`src/hdl/sagr_pkg.sv`:
```
package sagr_pkg;

  localparam int unsigned SUM_FIELD_W       = 32;
  localparam int unsigned COUNT_W           = 16;
  localparam int unsigned LEVEL_W           = 8;
  localparam int unsigned NUM_CHAN          = 3;
  localparam int unsigned DEFAULT_SUM_WIDTH = 32;
  localparam int unsigned DEFAULT_FRAC_BITS = 16;

  localparam logic [COUNT_W-1:0] COUNT_RESET = 16'd1;
  localparam logic [LEVEL_W-1:0] LEVEL_MAX   = 8'd254;

  // partial root and its square
  typedef struct packed {
    logic [LEVEL_W-1:0]   k;
    logic [2*LEVEL_W-1:0] ksq;
  } chan_t;

endpackage

```
`src/hdl/sagr_step.sv`:
```
// One bit of the root search for all channels, registered.
module sagr_step
  import sagr_pkg::*;
#(
  parameter int unsigned RHS_W     = 48,
  parameter int unsigned CMP_W     = 48,
  parameter int unsigned FRAC_BITS = 16,
  parameter int unsigned BIT_POS   = 7
) (
  input  logic                               clk_i,
  input  logic                               rst_ni,
  input  logic                               en_i,
  input  logic                               valid_i,
  input  logic [COUNT_W-1:0]                 count_i,
  input  logic [NUM_CHAN-1:0][RHS_W-1:0]     rhs_i,
  input  chan_t [NUM_CHAN-1:0]               chan_i,
  output logic                               valid_o,
  output logic [NUM_CHAN-1:0][RHS_W-1:0]     rhs_o,
  output chan_t [NUM_CHAN-1:0]               chan_o
);

  logic                             valid_q;
  logic [NUM_CHAN-1:0][RHS_W-1:0]   rhs_q;
  chan_t [NUM_CHAN-1:0]             chan_q, chan_d;

  always_comb begin
    for (int c = 0; c < NUM_CHAN; c++) begin
      logic [LEVEL_W-1:0]         t;
      logic [2*LEVEL_W-1:0]       tsq;
      logic [2*LEVEL_W+COUNT_W-1:0] prod;
      logic [CMP_W-1:0]           lhs;
      t    = chan_i[c].k | (LEVEL_W'(1) << BIT_POS);
      tsq  = chan_i[c].ksq + ((2*LEVEL_W)'(chan_i[c].k) << (BIT_POS + 1))
             + ((2*LEVEL_W)'(1) << (2 * BIT_POS));
      prod = (2*LEVEL_W+COUNT_W)'(tsq) * (2*LEVEL_W+COUNT_W)'(count_i);
      lhs  = CMP_W'(prod) << FRAC_BITS;
      chan_d[c] = chan_i[c];
      if ((t <= LEVEL_MAX) && (lhs <= CMP_W'(rhs_i[c]))) begin
        chan_d[c].k   = t;
        chan_d[c].ksq = tsq;
      end
    end
  end

  always_ff @(posedge clk_i or negedge rst_ni) begin
    if (!rst_ni) begin
      valid_q <= 1'b0;
    end else if (en_i) begin
      valid_q <= valid_i;
    end
  end

  always_ff @(posedge clk_i) begin
    if (en_i) begin
      rhs_q  <= rhs_i;
      chan_q <= chan_d;
    end
  end

  assign valid_o = valid_q;
  assign rhs_o   = rhs_q;
  assign chan_o  = chan_q;

endmodule
```
`config.mk`:
```
export PLATFORM = sky130hd
export DESIGN_NAME = sagr_step
export DESIGN_NICKNAME = d
export VERILOG_FILES = /design/src/hdl/sagr_pkg.sv /design/src/hdl/sagr_step.sv
export SDC_FILE = /design/constraint.sdc
export NUM_CORES = 2
export LEC_CHECK = 0
export ABC_AREA = 0
export ABC_CLOCK_PERIOD_IN_PS = 1730
export BUFFER_PORTS_ARGS = -buffer_cell sky130_fd_sc_hd__buf_2
export CELL_PAD_IN_SITES_DETAIL_PLACEMENT = 2
export CELL_PAD_IN_SITES_GLOBAL_PLACEMENT = 2
export CORE_MARGIN = 3
export CORE_UTILIZATION = 42
export CTS_CLUSTER_DIAMETER = 200
export DETAILED_ROUTE_END_ITERATION = 8
export PLACE_DENSITY = 0.91
export REMOVE_ABC_BUFFERS = 1
export SLEW_MARGIN = 20
export SYNTH_ARGS = -nofsm -noshare
export SYNTH_HDL_FRONTEND = slang
export SYNTH_SLANG_ARGS = --single-unit
```
`constraint.sdc`:
```
create_clock -name clk_i -period 1.73 [get_ports clk_i]
set_input_delay 0.0865 -clock clk_i [delete_from_list [all_inputs] [get_ports clk_i]]
set_output_delay 0.0865 -clock clk_i [all_outputs]
set_load 0.02 [all_outputs]
```
==> results of run 1 <==
==> cell usage after synthesis (7+ instances only) <==
| master | number |
|---|---|
| inv_1 | 852 |
| fa_1 | 585 |
| nand2_1 | 499 |
| ha_1 | 447 |
| and2_1 | 335 |
| edfxtp_1 | 216 |
| clkbuf_1 | 143 |
| a21oi_1 | 121 |
| a21o_1 | 82 |
| xnor2_1 | 67 |
| nor2_1 | 61 |
| o21ai_0 | 52 |
| nand4_1 | 41 |
| xor2_1 | 34 |
| mux2_2 | 25 |
| nor3_1 | 18 |
| nand2b_1 | 17 |
| o211ai_1 | 16 |
| o21bai_1 | 16 |
| nand3_1 | 15 |
| a211oi_1 | 14 |
| nor4_1 | 14 |
| nor2b_1 | 12 |
| o21a_1 | 11 |
| and3_1 | 7 |
| and4_1 | 7 |
==> logic make-up after synthesis <==
logic type | Yosys count | synth area share [%]
buffers and inverters | 995 | 10.3
xor gates and xnor gates | 101 | 2.44
AOI/OAI and AO/OA | 362 | 6.50
DFF | 217 | 18.0
and+or+nand+nor | 1047 | 14.2
adders and majority gates | 1032 | 47.7
muxes | 26 | 0.804
==> per-stage QoR <==
stage | instance area, um2 | hold slack, ns | setup slack [ns] | TNS [ns]
after floorplan | 35700 | -0.209 | -7.09 | -189.55
after global placement | 44100 | -0.139 | -7.25 | -192.80
after detailed placement | 44100 | -0.137 | -8.51 | -224.81
==> qor.csv, run 1 <==
stage,metric,value,unit
run_status,status,did not finish,
run_status,Exit stage,clock tree synthesis (4_1_cts),
run_status,Run Error,[ERROR DPL-0033] detailed placement checks failed during check placement.,
floorplanning,Starting Density,42.4,%
floorplanning,Die Wd,300,um
synth,Yosys top cell by area,fa_1,
placement,number of cells after detailed placement,5790,
clock_network,"Hold-fix buffers, CTS",208,
synth,"Cell Area, Synth",0.0362,mm2
clock_network,htree depth,1,
floorplanning,die height,300,um
placement,hpwl dp,153000,um
placement,IO Port Bufs,452,
synth,Yosys cell types,63,
synth,Async SR Flop Fraction,0.461,%
synth,yosys warns,0,
synth,top cell type's share of synthesized area,32.3,%
synth,mean post-synth cell area,9.59,um2
floorplanning,num ports,453,
synth,Gate Count Post-Synth,3780,
floorplanning,cell row count,107,
synth,"Seq/Total Area, Yosys",18.0,%
clock_network,Post-CTS Setup Inserts,57,
clock_network,CTS max path bufs,3,
synth,Main synth FF type,edfxtp_1,
placement,routability cong.,0.866,
clock_network,clk root buf,clkbuf_16,
clock_network,CTS resizes,283,
synth,top post-synthesis cells by area,"fa_1, edfxtp_1, ha_1",
clock_network,cts bufs inserted,27,
synth,Post-synth EDFFs,216,
clock_network,Clock Sinks,217,
synth,Seq cells post-synth,217,
==> run 2: changes to the inputs <==
CELL_PAD_IN_SITES_DETAIL_PLACEMENT = default   (was 2)
CELL_PAD_IN_SITES_GLOBAL_PLACEMENT = default   (was 2)
CORE_UTILIZATION = 30   (was 42)
CTS_CLUSTER_DIAMETER = default   (was 200)
PLACE_DENSITY = default   (was 0.91)
PLACE_DENSITY_LB_ADDON = 0.15   (was default)
==> run 2 against run 1 <==
The flow now finishes, with violations (setup timing). Synthesized cell count did not move. Area after synthesis is the same.
==> qor.csv, run 2 <==
stage,metric,value,unit
timing,Clock Skew,0,ns
timing,Setup WS post-layout,-6.58,ns
clock_network,htree depth,1,
critical_path,Critical R2R Launch,valid_o$_DFFE_PN0P_,
drt,final WL,110000,um
timing,Least-Margin Pin Slew,0.536,ns
drt,# DRC,0,
clock_network,TritonCTS clock tree,built,
timing,Final Critical Period,8.31,ns
timing,final hold viol count,0,
floorplanning,cell row count,126,
floorplanning,Die Footprint,0.125,mm2
clock_network,clock transition at the registers of the reported paths,0.06,ns
critical_path,Crit path max-delay family,adder cells,
placement,IO Port Bufs,452,
timing,Tcrit/Tclk final,481,%
drt,Avg WL per Cell,16.6,um
clock_network,later-pin clock latency in the skew report,0.64,ns
synth,cell with the most instances after synthesis,inv_1,
floorplanning,num ports,453,
global_routing,vias in the first global route,31900,
synth,"Seq/Total Area, Yosys",18.0,%
critical_path,CP Capture Type,flip-flop,
critical_path,Worst path slowest cell,fa_1,
drt,DR pass1 iterations,4,
critical_path,CP Buf/Inv Count,7,
synth,top post-synthesis cells by count,"inv_1, fa_1, nand2_1, ha_1, and2_1",
layout,Syn-to-layout area delta,37.8,%
clock_network,clk root buf,clkbuf_16,
critical_path,FF-to-FF End,valid_o$_DFFE_PN0P_,
global_routing,initial antenna violation count,13,
synth,mean post-synth cell area,9.59,um2
critical_path,CP dominant cell by count,fa_1,
run_status,failing checks,setup timing,
critical_path,"Max FO, Critical Path",8,
synth,top post-synthesis cells by area,"fa_1, edfxtp_1, ha_1",
global_routing,overall global routing resource usage,17.8,%
synth,Main synth FF type,edfxtp_1,
drt,1st-iter DRT viols,1157,
drt,post-route antenna net violation count,0,
drt,via/cell ratio,4.41,
floorplanning,core area,0.119,mm2
timing,fmax,120,MHz
flow_run,number of max-cap violations,0,
synth,Async SR Flop Fraction,0.461,%
critical_path,CP Data Required Time,2.11,ns
critical_path,worst reg-to-reg setup slack,0.45,ns
timing,Final setup violation count,27,
synth,Seq cells post-synth,217,
layout,Fill cells,11900,
timing,RSZ-0062 raised after global routing,yes,
layout,most common library cell in the layout ignoring fill and taps,inv_1,
drt,routed via count,29200,
timing,Slew headroom,63.9,%
synth,Post-synth EDFFs,216,
synth,yosys warns,0,
critical_path,Worst EP arrival,8.69,ns
clock_network,CTS max path bufs,3,
floorplanning,die height,354,um
critical_path,CP Launch Type,primary input,
floorplanning,Starting Density,30.4,%
critical_path,CP max stage delay,0.57,ns
layout,share of cells above drive strength 1,26.9,%
critical_path,FF-to-FF path depth,2,
global_routing,pin count of the biggest net entering global routing,46,
timing,Final Max Slew Viols,0,
synth,top cell type's share of synthesized area,32.3,%
critical_path,CP endpoint,chan_o[13]$_DFFE_PP_,
synth,"Cell Area, Synth",0.0362,mm2
synth,Gate Count Post-Synth,3780,
global_routing,global-route wire length before repair,177000,um
layout,Post-layout nets,6252,
timing,Fin Setup TNS,-167.48,ns
critical_path,Crit path depth,36,
clock_network,cts bufs inserted,30,
run_status,status,"finished, violations left",
clock_network,Clock Sinks,217,
critical_path,Setup CP Type,in2reg,
synth,Yosys cell types,63,
floorplanning,Die Wd,354,um
critical_path,CP startpoint,chan_i[18],
placement,hpwl dp,91200,um
hold_path,Hold Crit Class,in2reg,
layout,max FFs per register,144,
placement,routability cong.,0.826,
synth,Yosys top cell by area,fa_1,
layout,post-layout util,42.0,%
global_routing,GR Overflow Total,0,
layout,most frequent cells in the layout,"inv_1, buf_4, fa_1, nand2_1, buf_2",
## run 2: tightest hold or removal path, delay by kind of cell
family / cells / cell delay (ns)
buffers and inverters: 3 / 0.52
## run 2: cell families after synthesis
| kind of cell | Yosys count | synth area share (%) |
|---|---|---|
| buffers and inverters | 995 | 10.3 |
| and+or+nand+nor | 1047 | 14.2 |
| AOI/OAI and AO/OA | 362 | 6.50 |
| xor gates and xnor gates | 101 | 2.44 |
| adders and majority gates | 1032 | 47.7 |
| muxes | 26 | 0.804 |
| DFF | 217 | 18.0 |
## run 2: layout make-up
cell class                 count  area (um2)  share of cell area, %
antenna                        7        17.5                 0.0351
clock buffer                  34         766                   1.53
clock inverter                19         230                  0.461
inverter                     852        3200                   6.40
multi-input combinational   2568       27200                   54.4
sequential                   217        6510                   13.0
tap                         1600        2000                   4.01
timing repair buffer        1315       10100                   20.1
## run 2: timing repair
| action | CTS | global route |
|---|---|---|
| gates cloned | 3 | 0 |
| endpoints found under the hold margin | 259 | 0 |
| hold buffers | 216 | 0 |
| setup buffers | 37 | 14 |
| resized for setup | 218 | 72 |
| endpoints found under the setup margin | 27 | 27 |
| pin swaps | 161 | 90 |
## run 2: routing by layer
metal | share of wire [%] | routed length (um) | GRT usage (%)
met3 | 4.1 | 4490 | 2.42
met5 | 0.012 | 13 | 0
met4 | 1.9 | 2080 | 3.09
met2 | 48 | 52700 | 30.4
met1 | 46 | 50300 | 24.2
## run 2: how the worst min path moves through the flow
| stage | endpoint | start | cells past startpoint |
|---|---|---|---|
| after floorplan | valid_o$_DFFE_PN0P_ | rst_ni | 0 |
| after global placement | valid_o$_DFFE_PN0P_ | rst_ni | 1 |
| after detailed placement | valid_o$_DFFE_PN0P_ | rst_ni | 1 |
| after CTS | chan_o[30]$_DFFE_PP_ | chan_i[30] | 3 |
| after global routing | chan_o[30]$_DFFE_PP_ | chan_i[30] | 3 |
| final | chan_o[30]$_DFFE_PP_ | chan_i[30] | 3 |
## run 2: metrics by stage
stage,std cells,setup WS [ns],area (um2),hold WS (ns)
detailed placement,6290,-7.37,45100,-0.138
CTS,6598,-6.40,49600,0.0142
global placement,6290,-7.30,45100,-0.137
finish,6612,-6.58,49900,0.0813
global route,6605,-6.87,49900,0.0519
floorplan,3637,-7.09,35700,-0.209
Power of run 2 is left out: the tool's default activity adds up to more than one toggle a clock period on the data nets, which glitch-free logic cannot reach.
